$ cat src/design/xrr_pkg.sv
// ----------------------------------------------------------------------------
// xrr_pkg
// Widths shared by the ranged xorshift128 generator and its remainder unit.
// ----------------------------------------------------------------------------
package xrr_pkg;

    localparam int WORD_W = 32;              // state word / signed field width
    localparam int LOW_W  = WORD_W - 1;      // nonnegative result width
    localparam int SPAN_W = WORD_W + 1;      // span of a range, up to 2^32
    localparam int CNT_W  = $clog2(LOW_W);   // remainder step counter

endpackage

$ cat src/design/xrr_mod_divider.sv
// ----------------------------------------------------------------------------
// xrr_mod_divider
// Radix-2 restoring remainder unit: 31-bit dividend mod 33-bit divisor,
// one dividend bit per cycle.
// ----------------------------------------------------------------------------
module xrr_mod_divider (
    input  logic                        i_clk,
    input  logic                        i_rst_n,
    input  logic                        i_start,
    input  logic [xrr_pkg::LOW_W-1:0]   i_dividend,
    input  logic [xrr_pkg::SPAN_W-1:0]  i_divisor,
    output logic                        o_done,
    output logic [xrr_pkg::LOW_W-1:0]   o_remainder
);
    import xrr_pkg::*;

    typedef enum logic {
        ST_IDLE,
        ST_RUN
    } t_state;

    localparam logic [CNT_W-1:0] LAST_STEP = CNT_W'(LOW_W - 1);

    t_state              r_state;
    logic [LOW_W-1:0]    r_dvd;
    logic [SPAN_W-1:0]   r_dvs;
    logic [LOW_W-1:0]    r_rem;
    logic [CNT_W-1:0]    r_cnt;
    logic                r_done;

    logic [LOW_W:0]      trial;
    logic                fits;
    logic [LOW_W:0]      diff;
    logic [LOW_W-1:0]    n_rem;

    assign trial = {r_rem, r_dvd[LOW_W-1]};
    assign fits  = {{(SPAN_W-LOW_W-1){1'b0}}, trial} >= r_dvs;
    assign diff  = trial - r_dvs[LOW_W:0];
    assign n_rem = fits ? diff[LOW_W-1:0] : trial[LOW_W-1:0];

    always_ff @(posedge i_clk) begin
        if (!i_rst_n) begin
            r_state <= ST_IDLE;
            r_done  <= 1'b0;
            r_cnt   <= '0;
        end else begin
            r_done <= 1'b0;
            unique case (r_state)
                ST_IDLE: begin
                    if (i_start) begin
                        r_state <= ST_RUN;
                        r_cnt   <= '0;
                    end
                end
                ST_RUN: begin
                    r_cnt <= r_cnt + 1'b1;
                    if (r_cnt == LAST_STEP) begin
                        r_state <= ST_IDLE;
                        r_done  <= 1'b1;
                    end
                end
                default: r_state <= ST_IDLE;
            endcase
        end
    end

    always_ff @(posedge i_clk) begin
        if (r_state == ST_IDLE && i_start) begin
            r_dvd <= i_dividend;
            r_dvs <= i_divisor;
            r_rem <= '0;
        end else if (r_state == ST_RUN) begin
            r_dvd <= {r_dvd[LOW_W-2:0], 1'b0};
            r_rem <= n_rem;
        end
    end

    assign o_done      = r_done;
    assign o_remainder = r_rem;

    a_start_runs: assert property (@(posedge i_clk) disable iff (!i_rst_n)
        (r_state == ST_IDLE && i_start) |=> (r_state == ST_RUN))
        else $error("remainder unit did not start");

    a_rem_below_divisor: assert property (@(posedge i_clk) disable iff (!i_rst_n)
        (r_done && r_dvs != '0) |-> ({{(SPAN_W-LOW_W){1'b0}}, r_rem} < r_dvs))
        else $error("remainder not below divisor");

    a_done_after_run: assert property (@(posedge i_clk) disable iff (!i_rst_n)
        r_done |-> $past(r_state == ST_RUN))
        else $error("done without a run");
endmodule

$ cat src/design/xorshift128_ranged_random_top.sv
// ----------------------------------------------------------------------------
// xorshift128_ranged_random_top
// xorshift128 generator returning the raw word, its low 31 bits, a coin bit
// and a value drawn from an inclusive signed range.
// ----------------------------------------------------------------------------
// channel   dir  fields (low bit up)
// s_axis    in   tdata: range_low[31:0], range_high[63:32]
// m_axis    out  tdata: raw_signed, nonnegative, coin_flip, ranged_value
//                tuser: range_error
// cfg       in   wr_data: seed_value (write reloads state)
//
// One transaction runs in order from accept to result: the state advances
// in the accept cycle, the radix-2 remainder unit runs 31 steps, then
// the output register loads. tready is high only while no transaction is in
// work; the last result may wait in the output register meanwhile. If the
// output is stalled, the finished transaction waits before the output stage.
// Reset (synchronous, active low) loads the state as for a seed of zero.
// ----------------------------------------------------------------------------
module xorshift128_ranged_random_top #(
    parameter logic [31:0] INIT_X = 32'd123456789,
    parameter logic [31:0] INIT_Y = 32'd362436069,
    parameter logic [31:0] INIT_Z = 32'd521288629,
    parameter logic [31:0] INIT_W = 32'd88675123
) (
    input  logic         i_clk,
    input  logic         i_rst_n,
    input  logic         i_cfg_wr_en,
    input  logic [31:0]  i_cfg_wr_data,   // seed_value
    input  logic         i_s_axis_tvalid,
    output logic         o_s_axis_tready,
    input  logic [63:0]  i_s_axis_tdata,  // range_low[31:0], range_high[63:32]
    output logic         o_m_axis_tvalid,
    input  logic         i_m_axis_tready,
    output logic [95:0]  o_m_axis_tdata,  // raw_signed[31:0], nonnegative[62:32],
                                          // coin_flip[63], ranged_value[95:64]
    output logic         o_m_axis_tuser   // range_error
);
    import xrr_pkg::*;

    typedef enum logic [1:0] {
        S_IDLE,
        S_DIV,
        S_OUT
    } t_state;

    localparam logic [WORD_W-1:0] MASK31 = {1'b0, {(WORD_W-1){1'b1}}};

    t_state              r_state;
    logic [WORD_W-1:0]   r_x, r_y, r_z, r_w;
    logic [WORD_W-1:0]   r_low;
    logic                r_err;
    logic                r_out_valid;
    logic [95:0]         r_out_data;
    logic                r_out_err;

    logic                in_accept;
    logic                out_free;
    logic [WORD_W-1:0]   t_mix;
    logic [WORD_W-1:0]   n_w;
    logic signed [WORD_W+1:0] span;
    logic                span_bad;
    logic [WORD_W-1:0]   seed;
    logic [WORD_W-1:0]   seed_a15;
    logic [WORD_W-1:0]   seed_a1;
    logic [WORD_W-1:0]   seed_a14;
    logic                div_done;
    logic [LOW_W-1:0]    div_rem;
    logic [WORD_W-1:0]   ranged;

    assign in_accept = i_s_axis_tvalid && o_s_axis_tready;
    assign out_free  = !r_out_valid || i_m_axis_tready;
    assign o_s_axis_tready = (r_state == S_IDLE);

    assign t_mix = r_x ^ (r_x << 11);
    assign n_w   = r_w ^ (r_w >> 19) ^ t_mix ^ (t_mix >> 8);

    assign span = $signed({{2{i_s_axis_tdata[63]}}, i_s_axis_tdata[63:32]}) + 34'sd1
                - $signed({{2{i_s_axis_tdata[31]}}, i_s_axis_tdata[31:0]});
    assign span_bad = span[WORD_W+1] || (span == '0);

    assign seed     = i_cfg_wr_data;
    // arithmetic shifts kept apart so the sign fill survives the masking
    assign seed_a15 = $signed(seed) >>> 15;
    assign seed_a1  = $signed(seed) >>> 1;
    assign seed_a14 = $signed(seed) >>> 14;
    assign ranged   = r_err ? '0 : r_low + {1'b0, div_rem};

    xrr_mod_divider u_div (
        .i_clk       (i_clk),
        .i_rst_n     (i_rst_n),
        .i_start     (in_accept),
        .i_dividend  (n_w[LOW_W-1:0]),
        .i_divisor   (span[SPAN_W-1:0]),
        .o_done      (div_done),
        .o_remainder (div_rem)
    );

    always_ff @(posedge i_clk) begin
        if (!i_rst_n) begin
            r_state     <= S_IDLE;
            r_out_valid <= 1'b0;
            r_x <= INIT_X;
            r_y <= INIT_Y;
            r_z <= INIT_Z;
            r_w <= INIT_W;
        end else begin
            if (r_state == S_OUT && out_free) begin
                r_out_valid <= 1'b1;
            end else if (i_m_axis_tready) begin
                r_out_valid <= 1'b0;
            end
            if (i_cfg_wr_en) begin
                r_x <= INIT_X ^ seed;
                r_y <= (INIT_Y ^ (seed << 17)) | (seed_a15 & MASK31);
                r_z <= (INIT_Z ^ (seed << 31)) | (seed_a1 & MASK31);
                r_w <= (INIT_W ^ (seed << 18)) | (seed_a14 & MASK31);
            end else if (in_accept) begin
                r_x <= r_y;
                r_y <= r_z;
                r_z <= r_w;
                r_w <= n_w;
            end
            unique case (r_state)
                S_IDLE: begin
                    if (in_accept) begin
                        r_state <= S_DIV;
                    end
                end
                S_DIV: begin
                    if (div_done) begin
                        r_state <= S_OUT;
                    end
                end
                S_OUT: begin
                    if (out_free) begin
                        r_state <= S_IDLE;
                    end
                end
                default: r_state <= S_IDLE;
            endcase
        end
    end

    always_ff @(posedge i_clk) begin
        if (in_accept) begin
            r_low <= i_s_axis_tdata[31:0];
            r_err <= span_bad;
        end
        if (r_state == S_OUT && out_free) begin
            r_out_data <= {ranged, ~r_w[0], r_w[LOW_W-1:0], r_w};
            r_out_err  <= r_err;
        end
    end

    assign o_m_axis_tvalid = r_out_valid;
    assign o_m_axis_tdata  = r_out_data;
    assign o_m_axis_tuser  = r_out_err;

    a_busy_after_accept: assert property (@(posedge i_clk) disable iff (!i_rst_n)
        in_accept |=> !o_s_axis_tready)
        else $error("input ready right after a transaction");

    a_error_zero: assert property (@(posedge i_clk) disable iff (!i_rst_n)
        (o_m_axis_tvalid && o_m_axis_tuser) |-> (o_m_axis_tdata[95:64] == '0))
        else $error("ranged value not zero on range error");

    a_done_in_div: assert property (@(posedge i_clk) disable iff (!i_rst_n)
        div_done |-> (r_state == S_DIV))
        else $error("remainder done outside divide phase");

    a_no_overwrite: assert property (@(posedge i_clk) disable iff (!i_rst_n)
        (r_state == S_OUT && r_out_valid && !i_m_axis_tready) |=> (r_state == S_OUT))
        else $error("pending result overwritten");
endmodule

$ cat config.mk
export PLATFORM = sky130hd
export DESIGN_NAME = xorshift128_ranged_random_top
export DESIGN_NICKNAME = d
export VERILOG_FILES = /design/src/design/xrr_pkg.sv /design/src/design/xrr_mod_divider.sv /design/src/design/xorshift128_ranged_random_top.sv
export SDC_FILE = /design/constraint.sdc
export NUM_CORES = 1
export LEC_CHECK = 0
export ABC_AREA = 1
export BUFFER_PORTS_ARGS = -buffer_cell sky130_fd_sc_hd__buf_2
export CAP_MARGIN = 20
export CORE_MARGIN = 2
export CORE_UTILIZATION = 48
export DETAILED_ROUTE_END_ITERATION = 7
export GPL_TIMING_DRIVEN = 1
export PLACE_DENSITY = 0.78
export SLEW_MARGIN = 20
export SYNTH_ARGS = -nofsm -noshare
export SYNTH_HDL_FRONTEND = slang
export SYNTH_HIERARCHICAL = 1
export SYNTH_SLANG_ARGS = --single-unit
$ cat constraint.sdc
create_clock -name i_clk -period 11.5 [get_ports i_clk]
set_clock_uncertainty 0.1 [all_clocks]
set_input_delay 2.3 -clock i_clk [delete_from_list [all_inputs] [get_ports i_clk]]
set_output_delay 2.3 -clock i_clk [all_outputs]
set_load 0.01 [all_outputs]
==> results of run 1 <==
==> sequential cells by signal (all words and copies together) (netlist names), 2 cells and up <==
name               cells
r_y                   32
r_x                   32
r_w                   32
u_div/o_remainder     31
r_state                2
o_m_axis_tdata        65
u_div/r_dvd           31
u_div/r_dvs           33
r_z                   32
u_div/r_cnt            5
r_low                 32
==> logic make-up after synthesis <==
logic type,count (synthesis),share of synthesized area (%)
AND/OR/NAND/NOR,1268,25.6
buffers and inverters,511,10.2
flip-flops,332,40.1
XOR/XNOR,114,4.84
adder cells (fa/ha/maj),132,8.12
AO/OA/AOI/OAI,395,11.2
==> cells in the mapped netlist, drive strengths merged (3+ instances only) <==
master	instances
nand2	868
inv	404
nor2	173
dfxtp	169
edfxtp	163
a21oi	162
nand3	157
ha	129
o21ai	116
buf	62
xor2	60
xnor2	54
clkbuf	44
o211ai	36
nand3b	19
nand4	19
a31oi	17
nor3	17
o221ai	12
o21a	9
o21bai	9
a221oi	7
a311oi	7
a211oi	6
a21o	6
and2	6
a41oi	5
nor4	4
fa	3
or2	3
==> per-layer routing <==
layer / track usage, % / vias to the layer above
li1: - / 9202
met1: 38.2 / 8824
met2: 45.9 / 710
met3: 5.32 / 147
met4: 13.0 / 0
met5: 0 / -
==> final timing paths <==
check / start / to
worst max-delay path: i_s_axis_tdata[1] / r_err
worst min-delay path: r_z[4] / r_z[4]
worst max register to register: u_div/r_dvs[11] / u_div/o_remainder[25]
worst min register to register: r_z[4] / r_z[4]
==> metrics by stage <==
step | cell area (um^2) | hold slack, ns
after floorplan | 20600 | 0.308
after global placement | 21800 | 0.332
after detailed placement | 21800 | 0.347
after CTS | 23100 | 0.363
after global routing | 23100 | 0.389
final | 23100 | 0.358
==> report_power, final <==
part | switching, mW | internal, mW
Clock | 0.514 | 0.703
Combinational | 0.478 | 0.227
Sequential | 0.0685 | 1.35
==> final cells by class <==
cell class	instances	area share (%)
multi-input combinational	1909	44.5
tap	539	2.92
clock buffer	48	4.23
sequential	332	35.9
timing repair buffer	214	4.80
clock inverter	20	1.14
inverter	405	6.59
==> worst max-delay path, cell delays in order <==
cell and delay [ns]:
buf_2 0.12, ha_1 0.27, inv_1 0.04, ha_1 0.30
fa_1 0.47, nand2_1 0.10, nand2_1 0.08, nand3_1 0.11
nand2_1 0.12, nand2_1 0.08, nand2_1 0.12, xnor2_1 0.24
nand3_1 0.10, nor2_1 0.11, nand2_1 0.07, nor2_1 0.11
nand2_1 0.06, nand2_1 0.07
==> results.yml, run 1 <==
layout:
  register_area_mm2: 0.00828
  multiInputGateArea_mm2: 0.0103
  fin_util_pct: 54.8
  n_antenna_cell: 0
  mostFrequentLayoutCells: "nand2_1, inv_1, buf_2, dfxtp_1, edfxtp_1"
  instances_no_fill: 3467
  drive_gt1_share_pct: 10.9
  nFillCells: 3950
  area_delta_synth_final_pct: 11.9
  layout.nets: 3132
  final_common_cell: "nand2_1"
die:
  io_pins: 200
  start_util_pct: 49.0
  rows: 75
  die-area_mm2: 0.0446
  die_w_um: 211
  die_h_um: 211
  core_mm2: 0.0421
flow_run:
  cap_violations: 0
sta:
  worst_slew_pin_slew_ns: 0.975
  min_period_ns: 4.53
  max_freq_ghz: 0.221
  drv_slew: 0
  rsz0062_at_grt: "no"
  slew_headroom_pct: 34.9
  setup_viol: 0
  setup_slack_ns: 6.97
  hold_viol_final: 0
  fin_setup_tns_ns: 0
  period_share_pct: 39.4
cts:
  h-tree-depth: 2
  ctsLongestPathBuffers: 3
  clock-sinks: 332
  cts_tree: "yes"
  ctsRootBufferMaster: "clkbuf_16"
  ctsHoldBuffers: 0
  postCtsSetupRepairBufs: 0
  cts_resized: 0
  clk_pin_slew_worst_paths_ns: 0.06
  clk_latency_ns: 0.56
  numCtsBuffers: 37
logic_synthesis:
  synth_seq_area_share_pct: 40.1
  post_synth_num_cell_types: 50
  synth_area_leaders: "edfxtp_1, dfxtp_1, nand2_1"
  postSynthAreaPerCell_um2: 7.49
  async_flop_share_pct: 0
  synth_seq_cells: 332
  synth_area_mm2: 0.0206
  syn_nets: 2985
  post-synth-top-area-fraction_pct: 23.7
  synth-main-ff-cell: "dfxtp_1"
  synth_edf_count: 163
  yosysWarningCount: 6
  syn-instance-count: 2752
  yosysTopAreaCell: "edfxtp_1"
drt:
  drt.antenna.violating_nets: 0
  m1WireLength_mm: 27.8
  top_layer: "met4"
  drc: 0
  route.met3.wl_mm: 4.75
  wl_met2_mm: 29.3
  wire_per_inst_um: 18.6
  dr.pass1.iters: 6
  vias: 18900
  via_per_inst: 5.45
  wirelength_mm: 64.6
  drt-initial-drc-count: 1750
worst_setup_path:
  critPathMaxFanout: 4
  crit_type: "input port to flop"
  critPathCaptureType: "flop"
  startpoint_type: "input port"
  cp_data_arrival_time_ns: 4.85
  r2r_setup_slack_ns: 8.22
  cp.required_ns: 11.82
  r2r_cells: 13
power:
  p_leak_nw: 11.3
  p_per_area_mw_per_mm2: 145
  total_power_mw: 3.34
  peakVddDrop_v: 0.000137
min_path:
  whs_path_depth: 2
  min_path_type: "flop to flop"
place:
  port_buffers: 199
  place_inst: 3399
  hpwlAfterDp_mm: 49.8
  gp_congestion: 0.988
  preCtsSetupSlack_ns: 6.51
status:
  status: "complete, no violations"
global_routing:
  grt_max_degree: 99
  antenna_found_initial: 0
  grt_pass1_vias: 18000
  overflow: 0
  grt_pass1_wl_mm: 99.3
  grt_use_total_pct: 28.8
Note: power is estimated with default switching activity, not from simulation.
==> run 2, diff against run 1 <==
ABC_AREA = 0   (was 1)
clock period = 4.7 ns   (was 11.5 ns; I/O delays follow)
==> run 2 against run 1 <==
Effect of this change: wire length fell by 20%; sequential share of layout area up 2.2 points; final area fell by 5.7%; count of clock-buffer cells in the layout increased by 6; global-route usage is 4.2 points lower; first-iteration DRC count fell by 26%; area after synthesis is 7.8% lower; clock power increased by 140%; die area is 7.7% lower; via count decreased by 16%; critical path depth down 5; critical path type unchanged; highest routed layer unchanged.
==> results.yml, run 2 <==
logic_synthesis:
  synth_area_leaders: "edfxtp_1, dfxtp_1, ha_1"
  synth_area_mm2: 0.0190
  synth_seq_area_share_pct: 43.5
  async_flop_share_pct: 0
  synth_seq_cells: 332
  syn-instance-count: 2039
  yosysWarningCount: 6
  postSynthAreaPerCell_um2: 9.32
  synth_most_common_cell: "nand2_1"
  yosysTopAreaCell: "edfxtp_1"
  post-synth-top-area-fraction_pct: 25.7
  synth_edf_count: 163
  syn_nets: 2272
  synth_common_cells: "nand2_1, dfxtp_1, edfxtp_1"
  synth-main-ff-cell: "dfxtp_1"
  post_synth_num_cell_types: 85
worst_setup_path:
  critPathCaptureType: "flop"
  startpoint_type: "input port"
  crit_type: "input port to flop"
  crit_start: "i_s_axis_tdata[1]"
  critPathMaxFanout: 2
  reg2reg_to: "o_m_axis_tdata[92]"
  r2r_setup_slack_ns: 0.84
  cp_data_arrival_time_ns: 4.93
  r2r_cells: 13
  rr_startpoint: "u_div/o_remainder[0]"
  cp.required_ns: 5.03
global_routing:
  antenna_found_initial: 0
  grt_pass1_wl_mm: 80.0
  overflow: 0
  grt_pass1_vias: 15100
  grt_max_degree: 150
  grt_use_total_pct: 24.6
cts:
  postCtsSetupRepairBufs: 0
  ctsHoldBuffers: 0
  cts_tree: "yes"
  clk_pin_slew_worst_paths_ns: 0.06
  ctsLongestPathBuffers: 3
  clk_latency_ns: 0.56
  ctsRootBufferMaster: "clkbuf_16"
  h-tree-depth: 2
  clock-sinks: 332
  numCtsBuffers: 38
flow_run:
  cap_violations: 0
die:
  die_h_um: 203
  die-area_mm2: 0.0412
  io_pins: 200
  rows: 72
  die_w_um: 203
  start_util_pct: 49.0
  core_mm2: 0.0388
sta:
  drv_slew: 0
  fin_setup_tns_ns: 0
  max_freq_ghz: 0.217
  slew_headroom_pct: 39.8
  setup_viol: 0
  worst_slew_pin_slew_ns: 0.899
  rsz0062_at_grt: "no"
  min_period_ns: 4.60
  hold_viol_final: 0
  period_share_pct: 97.9
drt:
  dr.pass1.iters: 6
  drc: 0
  wire_per_inst_um: 18.8
  vias: 15900
  wirelength_mm: 52.0
  drt-initial-drc-count: 1290
  drt.antenna.violating_nets: 0
  via_per_inst: 5.76
layout:
  drive_gt1_share_pct: 16.5
  n_antenna_cell: 0
  instances_no_fill: 2759
  largest_reg_flops: 65
  layout.nets: 2444
  mostFrequentLayoutCells: "nand2_1, buf_2, dfxtp_1, edfxtp_1, xnor2_1"
  final_common_cell: "nand2_1"
  area_delta_synth_final_pct: 14.5
min_path:
  whs_path_depth: 2
  hold_path_end: "r_y[22]"
  hp-start: "r_z[22]"
  min_path_type: "flop to flop"
power:
  p_per_area_mw_per_mm2: 368
  peakVddDrop_v: 0.000305
  total_power_mw: 8.01
  p_leak_nw: 9.27
place:
  place_inst: 2688
  hpwlAfterDp_mm: 39.0
  port_buffers: 199
  gp_congestion: 0.921
status:
  status: "complete, no violations"
==> run 2: cell count changes after synthesis, moves of 40 or more <==
| cell | delta |
|---|---|
| a21o_1 | +41 |
| a21oi_1 | -56 |
| a31oi_1 | +40 |
| inv_1 | -292 |
| nand2_1 | -525 |
| nand3_1 | -94 |
| xnor2_1 | +82 |
==> run 2: worst max-delay path by stage <==
stage | endpoint | slack, ns | cells after the start
5_1_grt | r_err | 0.003 | 13
3_3_place_gp | r_err | -0.45 | 13
3_5_place_dp | r_err | -0.51 | 13
4_1_cts | r_err | 0.05 | 13
6_report | r_err | 0.10 | 13
2_1_floorplan | r_err | 0.004 | 13
==> run 2: layout make-up <==
| type | count | area, um^2 |
|---|---|---|
| multi-input combinational | 1485 | 9800 |
| tap | 518 | 648 |
| sequential | 332 | 8280 |
| fill | 3389 | 17100 |
| clock buffer | 54 | 1090 |
| clock inverter | 16 | 153 |
| timing repair buffer | 246 | 1380 |
| inverter | 108 | 408 |
==> run 2: logic make-up (layout without fill, tap and decap cells) <==
kind of cell,count (synthesis),after routing,synth area share [%]
buffers and inverters,222,424,5.18
adders and majority gates,132,132,8.81
AOI/OAI and AO/OA,466,466,16.1
and+or+nand+nor,671,671,15.9
DFF,332,332,43.5
muxes,42,42,2.41
xor gates and xnor gates,174,174,8.06
==> run 2: repair_timing <==
item | CTS | global route
resized for setup | 0 | 3
setup endpoints to repair | 0 | 1
endpoints found under the hold margin | 0 | 0
==> run 2: report_power, final <==
part           internal, mW  total [mW]  switching (mW)
combinational         0.677        1.62           0.941
clock                  1.74        2.96            1.22
sequential             3.28        3.43           0.152
total                  5.70        8.01            2.31
==> run 2: per-layer routing <==
metal / routed length, um / track usage [%] / up-vias
met2: 25100 / 42.5 / 640
met1: 21200 / 30.6 / 7560
met4: 2380 / 11.5 / 0
met5: 0 / 0 / -
li1: - / - / 7556
met3: 3280 / 3.08 / 126
==> run 2: critical path: stages <==
cell and delay, ns:
buf_2 0.12, ha_1 0.28, inv_1 0.06, ha_2 0.19, fa_2 0.44, or4_1 0.49, or3_4 0.35, or4_4 0.42
or4_4 0.44, or4_1 0.39, or4_1 0.43, nor4_2 0.18, a31o_1 0.18
==> run 2: per-stage QoR <==
step	cell area [um^2]	hold slack, ns	worst slack, ns	utilization, %
after floorplan	19000	0.335	0.00433	-
after global placement	20500	0.348	-0.448	52.8
after detailed placement	20500	0.354	-0.515	52.8
after CTS	21700	0.368	0.0510	56.0
after global routing	21800	0.391	0.00263	56.0
final	21800	0.367	0.100	56.0
==> run 3, diff against run 2 <==
PLACE_DENSITY = 0.7   (was 0.78)
SETUP_SLACK_MARGIN = 0.15   (was unset)
==> run 3 against run 2 <==
Effect of this change: via count is 1.5% lower; non-clock buffer count is 6 lower; fmax is 1.5% higher; die area stayed put; hold slack worse by 0.0078 ns; core utilization is 0.15 points lower; register-to-register slack hardly changed; first-iteration DRC count is 3.8% higher; clock power hardly changed; sequential power hardly changed; power is 0.56% lower; global-route usage is 0.18 points higher.
==> results.yml, run 3 (synthesis gave the netlist of run 2 again) <==
place:
  preCtsSetupSlack_ns: -0.438
  gp_congestion: 0.904
  port_buffers: 199
  hpwlAfterDp_mm: 38.3
layout:
  register_area_mm2: 0.00828
  multiInputGateArea_mm2: 0.00979
  mostFrequentLayoutCells: "nand2_1, buf_2, dfxtp_1, edfxtp_1, xnor2_1"
  area_delta_synth_final_pct: 14.2
  layout.nets: 2438
  drive_gt1_share_pct: 16.4
  nFillCells: 3495
  largest_reg_flops: 65
  final_common_cell: "nand2_1"
worst_setup_path:
  cp_data_arrival_time_ns: 4.85
  crit_path_frequent_cell: "or4_1"
  crit_type: "input port to flop"
  path_delay_family: "simple AND/OR/NAND/NOR gates"
  critPathMaxFanout: 2
  crit_chain: "buf_2, ha_1, inv_1, ha_2, fa_2, or4_1, or3_1, or4_4, or4_4, or4_1, or4_1, nor4_2, a31o_1"
  cp.required_ns: 5.01
  cpMaxStageDelayCell: "or4_1"
  critPathMaxStageDelay_ns: 0.48
  startpoint_type: "input port"
  critPathCaptureType: "flop"
  cp.buffers_inverters: 2
die:
  rows: 72
  core_mm2: 0.0388
  die-area_mm2: 0.0412
  start_util_pct: 49.0
  die_h_um: 203
  io_pins: 200
  die_w_um: 203
sta:
  min_period_ns: 4.53
  drv_slew: 0
  setup_slack_ns: 0.167
  period_share_pct: 96.4
  setup_viol: 0
  max_freq_ghz: 0.221
  worst_slew_pin_slew_ns: 0.981
  hold_viol_final: 0
  rsz0062_at_grt: "yes"
  slew_headroom_pct: 34.5
cts:
  postCtsSetupRepairBufs: 0
  clk_pin_slew_worst_paths_ns: 0.06
  h-tree-depth: 2
  clk_latency_ns: 0.55
  cts_tree: "yes"
  ctsRootBufferMaster: "clkbuf_16"
  ctsHoldBuffers: 0
  clock-sinks: 332
  numCtsBuffers: 38
  ctsLongestPathBuffers: 3
power:
  peakVddDrop_v: 0.000253
  p_per_area_mw_per_mm2: 367
  total_power_mw: 7.96
  p_leak_nw: 9.25
drt:
  via_per_inst: 5.68
  drc: 0
  wire_per_inst_um: 18.8
  wirelength_mm: 51.8
  dr.pass1.iters: 5
  vias: 15600
  drt-initial-drc-count: 1339
  drt.antenna.violating_nets: 0
global_routing:
  grt_pass1_vias: 14900
  globalRouteMet2Util_pct: 43.0
  grt_use_total_pct: 24.8
  grtUsageMet1_pct: 31.6
  antenna_found_initial: 2
  overflow: 0
  use_met3_pct: 3.71
  gr-max-usage-layer: "met2"
  grt_max_degree: 151
  grt_pass1_wl_mm: 81.1
status:
  status: "complete, no violations"
min_path:
  min_path_type: "flop to flop"
flow_run:
  cap_violations: 0
-- run 3: worst paths after layout --
path                             start                  to  slack, ns  depth (start not counted)
setup / recovery     i_s_axis_tdata[1]               r_err       0.17                         13
hold / removal                 r_z[29]             r_y[29]       0.36                          2
setup reg to reg  u_div/o_remainder[0]  o_m_axis_tdata[92]       0.83                         13
hold reg to reg                r_z[29]             r_y[29]       0.36                          2
-- run 3: area by class of cell --
class                           count  share of cell area (%)
Antenna cell                        1                  0.0115
Tap cell                          518                    2.99
Multi-Input combinational cell   1485                    45.1
Clock buffer                       45                    4.64
Clock inverter                     24                    1.04
Inverter                          108                    1.88
Timing Repair Buffer              240                    6.17
Sequential cell                   332                    38.1
-- run 3: where the power goes --
part | total (mW) | switching, mW | internal, mW | leakage [nW]
registers | 3.44 | 0.154 | 3.28 | 2.92
clock network | 2.94 | 1.22 | 1.71 | 0.612
logic | 1.59 | 0.922 | 0.669 | 5.72
-- run 3: tightest hold or removal path, delay by kind of cell, from the launching register on --
family	cells	cell delay (ns)
flip-flops	1	0.31
AND/OR/NAND/NOR	1	0.05
AO/OA/AOI/OAI	1	0.05
-- run 3: per-layer routing --
metal	vias up	wire (um)
met5	-	0
met4	0	1720
met3	86	2910
met2	528	25100
met1	7466	22100
li1	7560	-
-- run 3: metrics by stage --
step                instance area [um^2]  utilization [%]  hold slack, ns  setup TNS, ns  cells
floorplan                          19000                -           0.335              0   2039
global placement                   20400             52.6           0.349         -0.449   2682
detailed placement                 20400             52.6           0.350         -0.438   2682
CTS                                21700             55.8           0.357              0   2751
global route                       21700             55.9           0.390              0   2752
finish                             21700             55.9           0.359              0   2753
-- run 3: timing repair --
item                       CTS  global route
resized for setup            2             0
setup endpoints to repair    1             1
pin swaps                    0             0
gates cloned                 0             0
